File: config.mk
export PLATFORM = sky130hd
export DESIGN_NAME = active_core_limit_arbiter_unit
export DESIGN_NICKNAME = d
export VERILOG_FILES = /design/src/hw/rtl/acla_pkg.sv /design/src/hw/rtl/active_core_limit_arbiter_unit.sv
export SDC_FILE = /design/constraint.sdc
export NUM_CORES = 1
export LEC_CHECK = 0
export BUFFER_PORTS_ARGS = -buffer_cell sky130_fd_sc_hd__buf_2
export CAP_MARGIN = 10
export CORE_MARGIN = 2
export CORE_UTILIZATION = 30
export DETAILED_ROUTE_END_ITERATION = 10
export MAX_ROUTING_LAYER = met4
export PLACE_DENSITY_LB_ADDON = 0.2
export SYNTH_ARGS = -nofsm -noshare
export SYNTH_HDL_FRONTEND = slang
export SYNTH_SLANG_ARGS = --single-unit
File: constraint.sdc
create_clock -name aclk -period 8.02 [get_ports aclk]
set_input_delay 0.401 -clock aclk [delete_from_list [all_inputs] [get_ports aclk]]
set_output_delay 0.401 -clock aclk [all_outputs]
set_load 0.01 [all_outputs]
File: src/hw/rtl/acla_pkg.sv
`timescale 1ns / 1ps
// acla_pkg: widths, operation and register codes for the active core limit arbiter
// no dependencies

package acla_pkg;

    localparam int CORE_W    = 7;
    localparam int PERF_W    = 5;
    localparam int OP_W      = 3;
    localparam int TGT_W     = 4;
    localparam int CFG_IDX_W = 3;
    localparam int STEP_W    = 8;
    localparam int PROD_W    = 14;

    // default core count, loaded into the total and max registers at reset
    localparam int MAX_CORES = 64;

    // ceil(x / 100) as ((x + 99) * RECIP_K) >> RECIP_SH, exact for x below 2^14
    localparam int PERCENT_DIV = 100;
    localparam int RECIP_SH    = 20;
    localparam int RECIP_K     = ((1 << RECIP_SH) + PERCENT_DIV - 1) / PERCENT_DIV;

    localparam logic [OP_W-1:0] OP_LIMIT     = 3'd0;
    localparam logic [OP_W-1:0] OP_UNLIMIT   = 3'd1;
    localparam logic [OP_W-1:0] OP_COMMIT    = 3'd2;
    localparam logic [OP_W-1:0] OP_CLEAR     = 3'd3;
    localparam logic [OP_W-1:0] OP_CLEAR_ALL = 3'd4;

    localparam logic [CFG_IDX_W-1:0] REG_CORE_EN      = 3'd0;
    localparam logic [CFG_IDX_W-1:0] REG_PERF_SUP     = 3'd1;
    localparam logic [CFG_IDX_W-1:0] REG_STEP_PERCENT = 3'd2;
    localparam logic [CFG_IDX_W-1:0] REG_TOTAL_CORES  = 3'd3;
    localparam logic [CFG_IDX_W-1:0] REG_MIN_ACTIVE   = 3'd4;
    localparam logic [CFG_IDX_W-1:0] REG_MAX_ACTIVE   = 3'd5;
    localparam logic [CFG_IDX_W-1:0] REG_START_PSTATE = 3'd6;

    typedef logic [CORE_W-1:0] core_cnt_t;

endpackage

File: src/hw/rtl/active_core_limit_arbiter_unit.sv
`timescale 1ns / 1ps
// active_core_limit_arbiter_unit: top level, per-target request table and commit scan
// depends on acla_pkg
//
// Usage: the s_ channel carries one policy word (op, target, perf index, current
// active count); the m_ channel returns exactly one result word for each.
// Configuration goes through cfg_valid/cfg_index/cfg_data, always ready; the user
// must write it only while no word is in flight, and the block does not enforce this.
// Limit and unlimit take the step product, divide by 100 through a reciprocal,
// then read-modify-write the count memory; commit runs a scan that reads one
// memory entry per cycle through the single read port and one comparator, then
// clamps; clears, unknown ops, out-of-range targets and commits while core_en is
// clear go straight to the result. One word is worked on at a time; s_ready is high
// again from the clock edge that loads the result into the output register.
// A result waiting in the output register blocks only the next load: a new word
// may be accepted and worked on while m_ready is low.
// Reset clears all request valid bits at once (no clearing pass) and loads the
// configuration defaults; the count memory itself is not cleared.

module active_core_limit_arbiter_unit
    import acla_pkg::*;
#(
    parameter int TARGETS = 16
) (
    input  logic                  aclk,
    input  logic                  aresetn,

    input  logic                  cfg_valid,
    output logic                  cfg_ready,
    input  logic [CFG_IDX_W-1:0]  cfg_index,
    input  logic [CORE_W-1:0]     cfg_data,

    input  logic                  s_valid,
    output logic                  s_ready,
    input  logic [OP_W-1:0]       s_op,
    input  logic [TGT_W-1:0]      s_target,
    input  logic [PERF_W-1:0]     s_perf_index,
    input  logic [CORE_W-1:0]     s_current_active,

    output logic                  m_valid,
    input  logic                  m_ready,
    output logic                  m_accepted,
    output logic [CORE_W-1:0]     m_core_count,
    output logic                  m_apply_setting
);

    localparam int IDX_W  = (TARGETS > 1) ? $clog2(TARGETS) : 1;
    localparam int CNT_W  = $clog2(TARGETS + 1);
    localparam int EXT_W  = 9;

    localparam logic [2:0] ST_IDLE  = 3'd0;
    localparam logic [2:0] ST_STEP  = 3'd1;
    localparam logic [2:0] ST_APPLY = 3'd2;
    localparam logic [2:0] ST_SCAN  = 3'd3;
    localparam logic [2:0] ST_CLAMP = 3'd4;
    localparam logic [2:0] ST_DONE  = 3'd5;

    // configuration
    logic              core_en_reg;
    logic              perf_sup_reg;
    logic [CORE_W-1:0] step_pct_reg;
    logic [CORE_W-1:0] total_reg;
    logic [CORE_W-1:0] min_reg;
    logic [CORE_W-1:0] max_reg;
    logic [PERF_W-1:0] start_reg;

    // control
    logic [2:0]         state_reg, state_next;
    logic [TARGETS-1:0] valid_reg;
    logic [CNT_W-1:0]   scan_reg;
    logic               pipe_reg;
    logic               any_reg;
    logic               m_valid_reg;

    // payload
    logic [OP_W-1:0]    op_reg;
    logic [IDX_W-1:0]   tgt_reg;
    logic [PERF_W-1:0]  perf_reg;
    core_cnt_t          cur_reg;
    logic [PROD_W-1:0]  prod_reg;
    logic [STEP_W-1:0]  step_reg;
    logic               pipe_vld_reg;
    core_cnt_t          lowest_reg;
    logic               res_acc_reg;
    core_cnt_t          res_cnt_reg;
    logic               res_apply_reg;
    logic               out_acc_reg;
    core_cnt_t          out_cnt_reg;
    logic               out_apply_reg;

    // count memory
    core_cnt_t          cnt_mem [TARGETS];
    core_cnt_t          rd_data_reg;
    logic               mem_re;
    logic [IDX_W-1:0]   mem_ra;
    logic               mem_we;

    logic               in_acc;
    logic [EXT_W-1:0]   tgt_ext;
    logic [IDX_W-1:0]   tgt_idx;
    logic               in_range;
    logic               out_free;

    core_cnt_t          req;
    logic               perf_ok;
    logic [EXT_W-1:0]   lim_floor;
    logic               lim_ok;
    core_cnt_t          lim_val;
    logic [EXT_W-1:0]   unl_sum;
    logic               unl_ok;
    core_cnt_t          unl_val;
    logic               apply_ok;
    core_cnt_t          apply_val;
    logic [PROD_W:0]    prod_bias;
    logic [PROD_W+RECIP_SH:0] recip_prod;
    core_cnt_t          low_pre;
    core_cnt_t          low_min;
    core_cnt_t          low_fin;

    assign cfg_ready = 1'b1;
    assign s_ready   = (state_reg == ST_IDLE);
    assign in_acc    = s_valid && s_ready;
    assign out_free  = !m_valid_reg || m_ready;

    assign tgt_ext  = EXT_W'(s_target);
    assign tgt_idx  = tgt_ext[IDX_W-1:0];
    assign in_range = tgt_ext < EXT_W'(TARGETS);

    assign m_valid         = m_valid_reg;
    assign m_accepted      = out_acc_reg;
    assign m_core_count    = out_cnt_reg;
    assign m_apply_setting = out_apply_reg;

    // ceil(product / 100) by reciprocal
    assign prod_bias  = (PROD_W + 1)'(prod_reg) + (PROD_W + 1)'(PERCENT_DIV - 1);
    assign recip_prod = (PROD_W + RECIP_SH + 1)'(prod_bias)
                      * (PROD_W + RECIP_SH + 1)'(RECIP_K);

    // limit / unlimit on the entry read back
    always_comb begin
        req       = valid_reg[tgt_reg] ? rd_data_reg : max_reg;
        perf_ok   = !perf_sup_reg || (perf_reg >= start_reg);
        lim_floor = EXT_W'(min_reg) + EXT_W'(step_reg);
        lim_ok    = core_en_reg && perf_ok && (req > min_reg);
        lim_val   = (EXT_W'(req) >= lim_floor) ? CORE_W'(EXT_W'(req) - EXT_W'(step_reg))
                                               : min_reg;
        unl_sum   = EXT_W'(req) + EXT_W'(step_reg);
        unl_ok    = core_en_reg && (req < max_reg);
        unl_val   = (unl_sum < EXT_W'(max_reg)) ? unl_sum[CORE_W-1:0] : max_reg;
        if (op_reg == OP_LIMIT) begin
            apply_ok  = lim_ok;
            apply_val = lim_val;
        end else begin
            apply_ok  = unl_ok;
            apply_val = unl_val;
        end
    end

    // commit clamp, crossed bounds end at max
    always_comb begin
        low_pre = any_reg ? lowest_reg : cur_reg;
        low_min = (low_pre < min_reg) ? min_reg : low_pre;
        low_fin = (low_min > max_reg) ? max_reg : low_min;
    end

    // memory port control
    always_comb begin
        mem_re = 1'b0;
        mem_ra = tgt_idx;
        if (in_acc) begin
            mem_re = 1'b1;
        end else if (state_reg == ST_SCAN && scan_reg < CNT_W'(TARGETS)) begin
            mem_re = 1'b1;
            mem_ra = scan_reg[IDX_W-1:0];
        end
        mem_we = (state_reg == ST_APPLY) && apply_ok;
    end

    always_ff @(posedge aclk) begin
        if (mem_we) begin
            cnt_mem[tgt_reg] <= apply_val;
        end
        if (mem_re) begin
            rd_data_reg <= cnt_mem[mem_ra];
        end
    end

    always_comb begin
        state_next = state_reg;
        unique case (state_reg)
            ST_IDLE: begin
                if (in_acc) begin
                    if ((s_op == OP_LIMIT || s_op == OP_UNLIMIT) && in_range) begin
                        state_next = ST_STEP;
                    end else if (s_op == OP_COMMIT && core_en_reg) begin
                        state_next = ST_SCAN;
                    end else begin
                        state_next = ST_DONE;
                    end
                end
            end
            ST_STEP:  state_next = ST_APPLY;
            ST_APPLY: state_next = ST_DONE;
            ST_SCAN: begin
                if (scan_reg == CNT_W'(TARGETS)) begin
                    state_next = ST_CLAMP;
                end
            end
            ST_CLAMP: state_next = ST_DONE;
            ST_DONE: begin
                if (out_free) begin
                    state_next = ST_IDLE;
                end
            end
            default:  state_next = ST_IDLE;
        endcase
    end

    // control state
    always_ff @(posedge aclk) begin
        if (!aresetn) begin
            state_reg    <= ST_IDLE;
            valid_reg    <= '0;
            scan_reg     <= '0;
            pipe_reg     <= 1'b0;
            any_reg      <= 1'b0;
            m_valid_reg  <= 1'b0;
            core_en_reg  <= 1'b0;
            perf_sup_reg <= 1'b0;
            step_pct_reg <= CORE_W'(10);
            total_reg    <= CORE_W'(MAX_CORES);
            min_reg      <= CORE_W'(1);
            max_reg      <= CORE_W'(MAX_CORES);
            start_reg    <= '0;
        end else begin
            state_reg <= state_next;

            if (cfg_valid && cfg_ready) begin
                unique case (cfg_index)
                    REG_CORE_EN:      core_en_reg  <= cfg_data[0];
                    REG_PERF_SUP:     perf_sup_reg <= cfg_data[0];
                    REG_STEP_PERCENT: step_pct_reg <= cfg_data;
                    REG_TOTAL_CORES:  total_reg    <= cfg_data;
                    REG_MIN_ACTIVE:   min_reg      <= cfg_data;
                    REG_MAX_ACTIVE:   max_reg      <= cfg_data;
                    REG_START_PSTATE: start_reg    <= cfg_data[PERF_W-1:0];
                    default: ;
                endcase
            end

            if (in_acc) begin
                scan_reg <= '0;
                pipe_reg <= 1'b0;
                any_reg  <= 1'b0;
                if (s_op == OP_CLEAR && in_range) begin
                    valid_reg[tgt_idx] <= 1'b0;
                end else if (s_op == OP_CLEAR_ALL) begin
                    valid_reg <= '0;
                end
            end

            if (mem_we) begin
                valid_reg[tgt_reg] <= 1'b1;
            end

            if (state_reg == ST_SCAN) begin
                if (scan_reg < CNT_W'(TARGETS)) begin
                    scan_reg <= scan_reg + CNT_W'(1);
                    pipe_reg <= 1'b1;
                end else begin
                    pipe_reg <= 1'b0;
                end
                if (pipe_reg && pipe_vld_reg) begin
                    any_reg <= 1'b1;
                end
            end

            if (state_reg == ST_DONE && out_free) begin
                m_valid_reg <= 1'b1;
            end else if (m_ready) begin
                m_valid_reg <= 1'b0;
            end
        end
    end

    // payload
    always_ff @(posedge aclk) begin
        if (in_acc) begin
            op_reg        <= s_op;
            tgt_reg       <= tgt_idx;
            perf_reg      <= s_perf_index;
            cur_reg       <= s_current_active;
            prod_reg      <= PROD_W'(step_pct_reg) * PROD_W'(total_reg);
            res_acc_reg   <= 1'b0;
            res_cnt_reg   <= '0;
            res_apply_reg <= 1'b0;
        end

        if (state_reg == ST_STEP) begin
            step_reg <= recip_prod[RECIP_SH +: STEP_W];
        end

        if (state_reg == ST_APPLY) begin
            res_acc_reg <= apply_ok;
            res_cnt_reg <= apply_ok ? apply_val : req;
        end

        if (state_reg == ST_SCAN) begin
            if (scan_reg < CNT_W'(TARGETS)) begin
                pipe_vld_reg <= valid_reg[scan_reg[IDX_W-1:0]];
            end
            // data of the entry read last cycle arrives now
            if (pipe_reg && pipe_vld_reg && (!any_reg || rd_data_reg < lowest_reg)) begin
                lowest_reg <= rd_data_reg;
            end
        end

        if (state_reg == ST_CLAMP) begin
            res_cnt_reg   <= low_fin;
            res_acc_reg   <= (low_fin != cur_reg);
            res_apply_reg <= (low_fin != cur_reg);
        end

        if (state_reg == ST_DONE && out_free) begin
            out_acc_reg   <= res_acc_reg;
            out_cnt_reg   <= res_cnt_reg;
            out_apply_reg <= res_apply_reg;
        end
    end

`ifndef SYNTHESIS
    a_clear_all: assert property (@(posedge aclk) disable iff (!aresetn)
        (in_acc && s_op == OP_CLEAR_ALL) |=> (valid_reg == '0))
        else $error("request table not empty after clear all");

    a_apply_implies_acc: assert property (@(posedge aclk) disable iff (!aresetn)
        (m_valid && m_apply_setting) |-> m_accepted)
        else $error("apply_setting without accepted");

    a_scan_bound: assert property (@(posedge aclk) disable iff (!aresetn)
        (state_reg == ST_SCAN) |-> (scan_reg <= CNT_W'(TARGETS)))
        else $error("commit scan ran past the table");

    a_one_result: assert property (@(posedge aclk) disable iff (!aresetn)
        (state_reg == ST_DONE && out_free) |=> (m_valid && s_ready))
        else $error("result not presented on completion");
`endif

endmodule
* Word level (Yosys, flattened, before mapping)
Memories as Yosys holds them, arrays and structs flattened. A register that Yosys moved wholly into a read port is not among the register bits. Index checks and enable logic that the tools add are counted.
Cells by class: add/sub/neg operators 5, multipliers 2, $lt $le $gt $ge 15, equality and inequality tests 20, multiplexer cells 51, bitwise gates (word level) 3, reduce and logical (&&, ||, !) cells 40
Operator list (number):
- 16-bit two-way mux | 5
- 7-bit two-way mux | 11
- 15-bit by 13-bit multiplier with 27-bit output, second input constant | 1
- 7-bit < comparator | 3
- 4-bit by 5-bit < comparator with 1-bit output, second input constant | 4
- 1-bit two-way mux | 20
- 7-bit by 8-bit adder with 9-bit output | 2
- 3-bit by 2-bit == test with 1-bit output, second input constant | 6
- 3-bit == test, second input constant | 6
- 2-bit AND reduction | 9
- 16-bit bitwise AND | 1
- 16-bit inverter | 1
- 16-bit OR | 1
- 14-bit by 7-bit adder with 15-bit output, second input constant | 1
- 3-bit two-way mux | 5
- 5-bit two-way mux | 3
- 3-bit case mux with 5 select lines | 1
- 7-bit > comparator | 2
- 1-bit logical AND | 14
- 7-bit by 7-bit multiplier with 14-bit output | 1
- 3-bit zero test | 4
- 3-bit by 1-bit == test with 1-bit output, second input constant | 3
- 7-bit by 9-bit >= comparator with 1-bit output | 1
- 9-bit by 7-bit < comparator with 1-bit output | 1
- other kinds (18) | 30
Storage, ports and cells: register bits 129, memory bits (writable) 112, output and inout bits 12, word-level logic and storage cells 164, memories 1
Memories:
- cnt_mem | depth 16, bits a word 7, rd ports 1, clocked after memory_dff 1, write ports 1, RTL line active_core_limit_arbiter_unit.sv:92 | core_cnt_t cnt_mem [TARGETS];

* Depth between registers and ports, before layout
Gate-level depths: netlist of run 1.
depth after elaboration 11, mapped depth 26

* Least setup slack after synthesis of run 1
OpenSTA, ideal clock, no wires.
path type reg2reg, from register prod_reg[0], to register step_reg[5] (data pin), library setup time 0.258 ns, arrival 5.825 ns, data required time 7.762 ns, path slack 1.937 ns, cell stages (with the launch flop) 24, path buffers 0, period minus slack after synthesis 6.083 ns, cell sequence edfxtp_1 > inv_1 > ha_1 > nor2_1 > a21oi_1 > a21oi_1 > and3_1 > xor2_1 > inv_1 > fa_1 > inv_1 > fa_1 > fa_1 > inv_1 > fa_1 > inv_1 > ha_1 > a21o_1 > a211o_1 > a221oi_1 > a211oi_1 > or2_1 > a21oi_1 > xnor2_1
Between the ends: word-level cells in the longest chain between the ends 2
Ends and longest elaborated chain:
- from (decl) | RTL line active_core_limit_arbiter_unit.sv:80 | logic [PROD_W-1:0] prod_reg;
- from (signal assigned) | RTL line active_core_limit_arbiter_unit.sv:293 | prod_reg <= PROD_W'(step_pct_reg) * PROD_W'(total_reg);
- 14-bit by 7-bit adder with 15-bit output | RTL line active_core_limit_arbiter_unit.sv:135 | assign prod_bias = (PROD_W + 1)'(prod_reg) + (PROD_W + 1)'(PERCENT_DIV - 1);
- 15-bit by 13-bit multiplier with 27-bit output | RTL line active_core_limit_arbiter_unit.sv:137 | * (PROD_W + RECIP_SH + 1)'(RECIP_K);
- named net recip_prod[25] | RTL line active_core_limit_arbiter_unit.sv:115 | logic [PROD_W+RECIP_SH:0] recip_prod;
- to (signal assigned) | RTL line active_core_limit_arbiter_unit.sv:300 | step_reg <= recip_prod[RECIP_SH +: STEP_W];
- to (decl) | RTL line active_core_limit_arbiter_unit.sv:81 | logic [STEP_W-1:0] step_reg;
The timed path passes the listed nets, and every way through them passes these cells. A chain may end at the register's enable or synchronous reset.

* Worst setup path after layout of run 1
from register prod_reg[0], to register step_reg[6] (data pin)
Same word-level chain as after synthesis.

==> key figures, run 1 <==
Timing
  – RSZ-0062 raised after global routing: false
  – Worst Max-Slew Pin Slew: 1.03 ns
  – Max frequency: 146 MHz
  – Final Hold Viols: 0
  – Setup TNS: 0 ns
  – Layout Skew: 0.0177 ns
  – Min Tclk post-route: 6.83 ns
  – Final period utilization: 85.2%
  – Final Setup Violations: 0
  – Relative slew slack: 31.5%
  – Final Max Tran Viols: 0
  – Final worst slack: 1.19 ns

Cells and area
  – Final #Nets: 1,972
  – Share of layout cells above drive strength 1: 11.1%
  – FILL cells: 5,866
  – Multi-input logic area: 9870 sq um
  – Area Growth Syn to Fin: 13.6%
  – Number of flip-flops in the largest register: 112
  – Sequential Area: 6830 sq um
  – Post-route insts no fill: 2,443
  – Antenna cell count: 0

Setup path
  – Crit path DAT: 7.15 ns
  – Slowest-stage cell, CP: fa_1
  – Most frequent CP cell: inv_1
  – Worst path required time: 8.34 ns
  – CP Launch Type: register
  – Crit-path cells: inv_1 -> ha_1 -> nor2_1 -> a21oi_1 -> a21oi_1 -> and3_1 -> xor2_1 -> inv_1 -> fa_1 -> inv_1 -> fa_1 -> fa_1 -> inv_1 -> fa_1 -> inv_1 -> ha_1 -> a21o_1 -> a211o_1 -> a221oi_1 -> a211oi_1 -> o21ai_0 -> a21oi_1 -> xor2_1
  – Crit path max fanout: 5
  – Kind of critical path: register to register
  – Critical Path Max Stage Delay: 0.56 ns
  – Reg2reg path depth: 23
  – CP endpoint kind: register

Clocking
  – Post-CTS Repair Setup Buffers: 0
  – Hold buffer count at cts: 12
  – CTS clk-pin slew, worst paths: 0.07 ns
  – Clock latency on the worst-skew pair: 0.58 ns
  – Clk sinks: 248
  – Num CTS Buffers: 28
  – CTS tree: yes
  – Maximum root-to-sink buffer count: 3
  – Post-cts resize count: 0
  – Root buf cell: clkbuf_16
  – H-tree depth: 1

Detailed routing
  – DR vias: 11,600
  – DRC: 0
  – Drt wl/cell: 17.9 microns
  – Antenna Nets Post-Route: 0
  – Vias per inst: 4.74
  – DRT Pass-1 Iters: 7
  – WL final: 43,800 microns
  – Initial detailed-routing violation count: 594

Placed design
  – HPWL after detailed placement: 33,300 microns
  – Gp weighted congestion: 0.843
  – Pre-CTS WS: 1.08 ns
  – Cell count after placement: 2,378
  – # port buffers: 44

Global routing
  – Initial antenna violation count: 0
  – Vias in the first global route: 12,200
  – Largest net degree at the start of global routing: 65
  – First-pass GRT wire length: 70,200 microns
  – Grt ovf: 0
  – Overall Global Routing Usage: 15.2%

Floorplan
  – Rows: 89
  – Die Wd: 247 microns
  – Ports: 46
  – DIE AREA: 60,900 sq um
  – Initial Utilization: 30.1%
  – Die height: 247 microns
  – Core Footprint: 58,700 sq um

Synth
  – Synth Register Bits: 248
  – Ys Warns: 0
  – Post-synth ARST share: 0%
  – Register area share after synthesis: 38.6%
  – Synth Flop Type: edfxtp_1
  – Post-synthesis average cell area: 11.3 sq um
  – Syn Std Cell Area: 17,700 sq um
  – Mapped Nets: 1,896
  – EDFF count, synth: 186
  – Synth Instances: 1,572
  – Yosys cell types: 65

Power and ir drop
  – Leak: 0.00850 uW
  – Pwr/cell area: 393 nW/um^2
  – Peak supply drop: 0.364 mV
  – Sw Pwr: 3400 uW
  – Sw frac: 43.1%
  – Internal Pwr Total: 4490 uW
  – Clk pwr share: 17.0%
  – Sequential Power Share: 22.0%
  – Combinational share of power: 60.9%

Run status
  – Status: finished clean

Flow run
  – Max-Cap Viols: 0

Hold path
  – Hold path cells: 1
  – Hold Path Class: input port to register
cell type report:
class | count | share of cell area (%)
multi-input combinational | 1055 | 49.1
timing repair buffer | 91 | 3.02
clock buffer | 42 | 4.21
sequential | 248 | 34.0
inverter | 224 | 4.19
clock inverter | 10 | 0.660
tap | 773 | 4.81
final timing paths:
| path | start | to | slack (ns) |
|---|---|---|---|
| max | prod_reg[0]$_DFFE_PP_ | step_reg[6]$_DFFE_PP_ | 1.19 |
| min | s_op[2] | op_reg[2]$_DFFE_PP_ | 0.05 |
| max reg2reg | prod_reg[0]$_DFFE_PP_ | step_reg[6]$_DFFE_PP_ | 1.19 |
| min reg2reg | res_cnt_reg[2]$_DFFE_PP_ | m_core_count[2]$_DFFE_PP_ | 0.41 |
routing by layer:
| layer | vias up | part of all wire (%) | wire length (microns) | GRT usage (%) |
|---|---|---|---|---|
| met4 | 0 | 1.7 | 755 | 3.35 |
| met1 | 5676 | 48 | 21200 | 20.6 |
| met3 | 48 | 3.3 | 1450 | 1.58 |
| met2 | 180 | 46 | 20400 | 24.7 |
| met5 | - | 0 | 0 | - |
| li1 | 5687 | - | - | - |
cells in the mapped netlist (7+ instances only):
| cell type | count | area share [%] |
|---|---|---|
| a21o_1 | 22 | 0.93 |
| xnor2_1 | 43 | 2.1 |
| o21ai_0 | 27 | 0.76 |
| nand3b_1 | 8 | 0.34 |
| edfxtp_1 | 186 | 32 |
| a221o_1 | 8 | 0.45 |
| ha_1 | 202 | 14 |
| nor2_1 | 53 | 1.1 |
| o21bai_1 | 11 | 0.47 |
| mux4_2 | 38 | 4.8 |
| mux2_2 | 10 | 0.64 |
| a21oi_1 | 73 | 2.1 |
| inv_1 | 221 | 4.7 |
| o21a_1 | 25 | 1.1 |
| clkbuf_1 | 35 | 0.74 |
| nand2_1 | 110 | 2.3 |
| a21boi_0 | 22 | 0.93 |
| xor2_1 | 30 | 1.5 |
| nand2b_1 | 12 | 0.42 |
| nand3_1 | 21 | 0.59 |
| dfxtp_1 | 62 | 7.0 |
| and2_1 | 28 | 0.99 |
| nor4_1 | 14 | 0.50 |
| o211ai_1 | 9 | 0.38 |
| nor2b_1 | 41 | 1.5 |
| mux2i_1 | 53 | 3.0 |
| buf_2 | 7 | 0.20 |
| a31oi_1 | 10 | 0.35 |
| a211oi_1 | 12 | 0.51 |
| fa_1 | 88 | 10 |
| nor3_1 | 18 | 0.51 |
per-stage QoR:
stage               total power, uW  hold WS, ns  utilization, %  cell area [sq um]
floorplan                      5380        0.400               -              17700
global placement               6530        0.408            32.3              19000
detailed placement             6640        0.408            32.3              19000
CTS                            8050       0.0219            34.2              20100
global route                   8970       0.0431            34.2              20100
finish                         7890       0.0537            34.2              20100
cell families (layout without fill, tap and decap cells):
| logic type | count (synthesis) | count (layout) | share of synthesized area [%] |
|---|---|---|---|
| AO/OA/AOI/OAI | 252 | 252 | 9.47 |
| XOR/XNOR | 73 | 73 | 3.62 |
| multiplexers | 104 | 104 | 8.74 |
| flip-flops | 248 | 248 | 38.6 |
| AND/OR/NAND/NOR | 335 | 335 | 9.45 |
| buffers and inverters | 269 | 367 | 5.84 |
| adder cells (fa/ha/maj) | 290 | 290 | 24.3 |
| other | 1 | 1 | 0.0212 |
layout by cell type, fill, tap and decap left out, drive strengths merged, types with 25 or more instances in the layout:
cell type and n:
xor2 30, clkbuf 42, nand2 110, o21a 25, and2 28, edfxtp 186, mux2i 55, ha 202
nor2b 41, o21ai 33, mux4 38, a21oi 73, fa 88, inv 222, xnor2 43, dfxtp 62
nor2 53, buf 79
worst max-delay path, delay by kind of cell, from the launching register on:
family	cells	cell delay, ns
XOR/XNOR	2	0.57
adder cells (fa/ha/maj)	6	2.65
AO/OA/AOI/OAI	8	2.09
AND/OR/NAND/NOR	2	0.40
flip-flops	1	0.41
buffers and inverters	5	0.47
power groups by stage:
stage                     logic, uW  registers, uW  clock network, uW
after floorplan                3680           1700                  0
after global placement         4760           1770                  0
after detailed placement       4870           1770                  0
after CTS                      4920           1740               1380
after global routing           5790           1750               1430
final                          4810           1740               1340
Note: power is estimated with default switching activity, not from simulation.
==> run 2, diff against run 1 <==
Settings changed: RECOVER_POWER from default to 100.
==> key figures, run 2 (synthesis results as in run 1) <==
Detailed routing
  – WL final: 43,900 microns
  – DRT Pass-1 Iters: 5
  – DR vias: 11,600
  – Drt wl/cell: 18.0 microns
  – DRC: 0
  – Antenna Nets Post-Route: 0
  – Initial detailed-routing violation count: 657
  – Vias per inst: 4.75

Clocking
  – Maximum root-to-sink buffer count: 3
  – H-tree depth: 1
  – Clk sinks: 248
  – Post-cts resize count: 0
  – CTS tree: yes
  – Num CTS Buffers: 28
  – CTS clk-pin slew, worst paths: 0.07 ns
  – Root buf cell: clkbuf_16
  – Clock latency on the worst-skew pair: 0.58 ns

Setup path
  – CP Launch Type: register
  – Kind of critical path: register to register
  – CP startpoint: tgt_reg[1]$_DFFE_PP_
  – Crit path DAT: 7.49 ns
  – Reg-to-reg setup timing slack: 0.94 ns
  – CP endpoint kind: register
  – Reg-to-reg startpoint: tgt_reg[1]$_DFFE_PP_
  – Worst path required time: 8.43 ns
  – Crit path max fanout: 17

Cells and area
  – Commonest non-fill, non-tap cell in the layout: inv_1
  – Share of layout cells above drive strength 1: 7.96%
  – Number of flip-flops in the largest register: 112
  – Antenna cell count: 0
  – Area Growth Syn to Fin: 12.7%
  – Final instance area: 19,900 sq um
  – Commonest non-fill, non-tap cells in the layout: inv_1, ha_1, edfxtp_1
  – Post-route insts no fill: 2,443
  – Final #Nets: 1,972

Timing
  – RSZ-0062 raised after global routing: false
  – Final Setup Violations: 0
  – Min Tclk post-route: 7.08 ns
  – Layout Skew: 0.0179 ns
  – Final Max Tran Viols: 146
  – Max frequency: 141 MHz
  – Relative slew slack: -80.7%
  – Final Hold Viols: 0
  – Setup TNS: 0 ns
  – Final worst slack: 0.945 ns
  – Worst Max-Slew Pin Slew: 2.71 ns
  – Final period utilization: 88.2%

Hold path
  – Hold_sp: s_op[2]
  – Hold Path Class: input port to register

Floorplan
  – Initial Utilization: 30.1%
  – Die height: 247 microns
  – DIE AREA: 60,900 sq um
  – Rows: 89
  – Core Footprint: 58,700 sq um
  – Ports: 46
  – Die Wd: 247 microns

Global routing
  – First-pass GRT wire length: 70,200 microns
  – Grt ovf: 0
  – Overall Global Routing Usage: 15.2%
  – Largest net degree at the start of global routing: 65
  – Initial antenna violation count: 0
  – Vias in the first global route: 12,200

Placed design
  – HPWL after detailed placement: 33,300 microns
  – Pre-CTS WS: 1.08 ns
  – Gp weighted congestion: 0.843
  – Placed Area: 19,000 sq um
  – Cell count after placement: 2,378
  – # port buffers: 44

Power and ir drop
  – Peak supply drop: 0.362 mV
  – Total Power: 7870 uW
  – Pwr/cell area: 395 nW/um^2
  – Leak: 0.00833 uW

Flow run
  – Max-Cap Viols: 5

Run status
  – Failing checks: max-capacitance violations, max-slew violations
  – Status: complete, but fails checks
## run 2: worst max-delay path, stage by stage, from the launching register on
cell and delay (ns):
edfxtp_1 0.78, mux4_2 0.58, mux4_2 0.65, a21oi_1 0.41, inv_1 0.27, ha_1 0.35, nor2b_1 0.11, o21bai_1 0.08
a221oi_1 0.37, nor4_1 0.10, o311ai_0 1.66, mux2i_1 0.23, mux2i_1 0.24, clkbuf_1 0.73, a221o_1 0.36
## run 2: final timing paths
kind	cells past startpoint	endpoint
max	14	res_cnt_reg[6]$_DFFE_PP_
min	1	op_reg[2]$_DFFE_PP_
min reg2reg	0	m_core_count[2]$_DFFE_PP_
max reg2reg	14	res_cnt_reg[6]$_DFFE_PP_
## run 2: layout make-up
cell class,instances,area (sq um)
Fill cell,5904,38800
Multi-Input combinational cell,1055,9830
Sequential cell,248,6830
Tap cell,773,967
Clock buffer,42,846
Inverter,224,841
Timing Repair Buffer,91,479
Clock inverter,10,133
## run 2: per-layer routing
layer / track usage (%) / routed length (microns)
met5: - / 0
met1: 20.6 / 21100
met2: 24.7 / 20500
met3: 1.58 / 1560
met4: 3.35 / 774
## run 2: power breakdown
part	switching (uW)	leakage, uW	internal, uW
clock network	546	0.000471	797
registers	108	0.00222	1640
logic	2750	0.00563	2040
total	3400	0.00833	4470
## run 2: timing repair
action,4_1_cts,5_1_grt
buffers inserted,0,0
hold buffers,12,0
endpoints found under the hold margin,12,0
## run 2: stage by stage
| step | hold WS (ns) | utilization [%] |
|---|---|---|
| 6_report | 0.105 | 34.0 |
| 5_1_grt | 0.117 | 34.0 |
| 4_1_cts | 0.0219 | 34.2 |
| 3_5_place_dp | 0.408 | 32.3 |
| 3_3_place_gp | 0.408 | 32.3 |
| 2_1_floorplan | 0.400 | - |
==> run 3, diff against run 2 <==
Settings changed: ABC_AREA from default to 1.
==> key figures, run 3 <==
Timing
  – Final Setup Violations: 0
  – Setup TNS: 0 ns
  – Final Max Tran Viols: 209
  – Final period utilization: 86.1%
  – RSZ-0062 raised after global routing: false
  – Max frequency: 145 MHz
  – Final Hold Viols: 0
  – Layout Skew: 0.0137 ns
  – Worst Max-Slew Pin Slew: 2.62 ns
  – Relative slew slack: -74.8%
  – Min Tclk post-route: 6.90 ns

Cells and area
  – Share of layout cells above drive strength 1: 4.55%
  – Final #Nets: 2,505
  – Number of flip-flops in the largest register: 112
  – Commonest non-fill, non-tap cells in the layout: inv_1, nand2_1, ha_1
  – Area Growth Syn to Fin: 9.85%
  – Antenna cell count: 0
  – Commonest non-fill, non-tap cell in the layout: inv_1

Clocking
  – Hold buffer count at cts: 8
  – CTS tree: yes
  – CTS clk-pin slew, worst paths: 0.06 ns
  – Post-cts resize count: 0
  – Post-CTS Repair Setup Buffers: 0
  – Clock latency on the worst-skew pair: 0.57 ns
  – H-tree depth: 1
  – Clk sinks: 248
  – Num CTS Buffers: 27
  – Maximum root-to-sink buffer count: 3
  – Root buf cell: clkbuf_16

Placed design
  – Gp weighted congestion: 0.866
  – # port buffers: 44
  – HPWL after detailed placement: 38,700 microns

Run status
  – Status: complete, but fails checks
  – Failing checks: max-capacitance violations, max-slew violations

Synth
  – Most common cell in the netlist: inv_1
  – Register area share after synthesis: 36.7%
  – Post-synth ARST share: 0%
  – EDFF count, synth: 186
  – Syn Std Cell Area: 18,600 sq um
  – Synth Flop Type: edfxtp_1
  – Synth Register Bits: 248
  – Yosys top cell by area: edfxtp_1
  – Mapped Nets: 2,468
  – Share of the synthesized area in the top cell type: 30.0%
  – Ys Warns: 0
  – Post-synthesis average cell area: 8.68 sq um
  – Top post-synthesis cells by count: inv_1, nand2_1, ha_1, nor2_1, edfxtp_1
  – Synth Instances: 2,144
  – Yosys cell types: 57
  – Top post-synthesis cells by area: edfxtp_1, ha_1, fa_1, inv_1, nand2_1

Setup path
  – CP endpoint kind: register
  – CP Launch Type: register
  – Kind of critical path: register to register
  – Slowest-stage cell, CP: xor2_1
  – WP buf/inv: 8
  – Critical Path Max Stage Delay: 0.63 ns
  – Most frequent CP cell: inv_1
  – Crit path DAT: 7.21 ns
  – CP top delay family: adder cells
  – Worst path required time: 8.33 ns
  – Crit path max fanout: 6

Detailed routing
  – Routed met3 length: 1980 microns
  – DRC: 0
  – WL final: 49,900 microns
  – Initial detailed-routing violation count: 829
  – Met2 routed WL: 21,600 microns
  – DRT Pass-1 Iters: 5
  – DRT met1 WL: 25,400 microns
  – Antenna Nets Post-Route: 0
  – Vias per inst: 4.81
  – Uppermost layer routed: met4
  – Drt wl/cell: 16.7 microns
  – DR vias: 14,400

Floorplan
  – Die height: 253 microns
  – Ports: 46
  – Core Footprint: 61,500 sq um
  – Rows: 91
  – Die Wd: 253 microns
  – Initial Utilization: 30.3%
  – DIE AREA: 64,000 sq um

Global routing
  – First-pass GRT wire length: 78,900 microns
  – Grt ovf: 0
  – Overall Global Routing Usage: 16.1%
  – Largest net degree at the start of global routing: 58
  – Vias in the first global route: 14,200
  – Initial antenna violation count: 0

Hold path
  – Hold Path Class: input port to register

Flow run
  – Max-Cap Viols: 5
-- run 3: cell count changes in the layout (fill, tap and decap cells not counted), sizes merged, moves of 41 or more --
cell	change
nor2b	-41
nand3	+83
inv	+173
nor2	+140
o21ai	+121
mux2i	-55
nand2	+277
-- run 3: layout make-up --
class / count / area (sq um)
flip-flops and latches: 248 / 6830
clock inverters: 15 / 169
inverters: 398 / 1500
multi-input cells: 1442 / 9910
fillers: 6427 / 41000
well taps: 790 / 988
repair buffers: 64 / 345
clock buffers: 33 / 698
-- run 3: per-stage QoR --
stage | setup slack (ns) | util (%) | hold WS [ns] | instances | cell area [sq um]
6_report | 1.12 | 33.2 | 0.0338 | 2990 | 20400
5_1_grt | 0.404 | 33.2 | 0.0159 | 2990 | 20400
4_1_cts | 1.40 | 33.4 | 0.00464 | 2990 | 20600
3_5_place_dp | 1.42 | 31.9 | 0.417 | 2934 | 19600
3_3_place_gp | 1.57 | 31.9 | 0.418 | 2934 | 19600
2_1_floorplan | 2.12 | - | 0.400 | 2144 | 18600
-- run 3: logic make-up after synthesis --
group	Yosys count	share of synthesized area (%)
flip-flops	248	36.7
buffers and inverters	454	9.69
other	1	0.0202
AO/OA/AOI/OAI	350	10.8
XOR/XNOR	52	2.49
adder cells (fa/ha/maj)	290	23.1
AND/OR/NAND/NOR	749	17.3
-- run 3: metal layers --
metal	vias to the layer above	track usage, %
li1	7132	-
met1	6898	23.4
met2	284	24.4
met3	61	1.62
met4	0	3.04
met5	-	-
-- run 3: worst paths after layout --
kind,startpoint,slack [ns],depth (start not counted),to
worst max register to register,prod_reg[0]$_DFFE_PP_,1.12,29,step_reg[6]$_DFFE_PP_
worst min register to register,res_acc_reg$_DFFE_PP_,0.43,0,m_accepted$_DFFE_PP_
worst min-delay path,s_current_active[1],0.03,1,cur_reg[1]$_DFFE_PP_
worst max-delay path,prod_reg[0]$_DFFE_PP_,1.12,29,step_reg[6]$_DFFE_PP_
Power of run 3 is not shown: default switching activity piles up to over one toggle a cycle in this logic, so the estimate is an artifact.
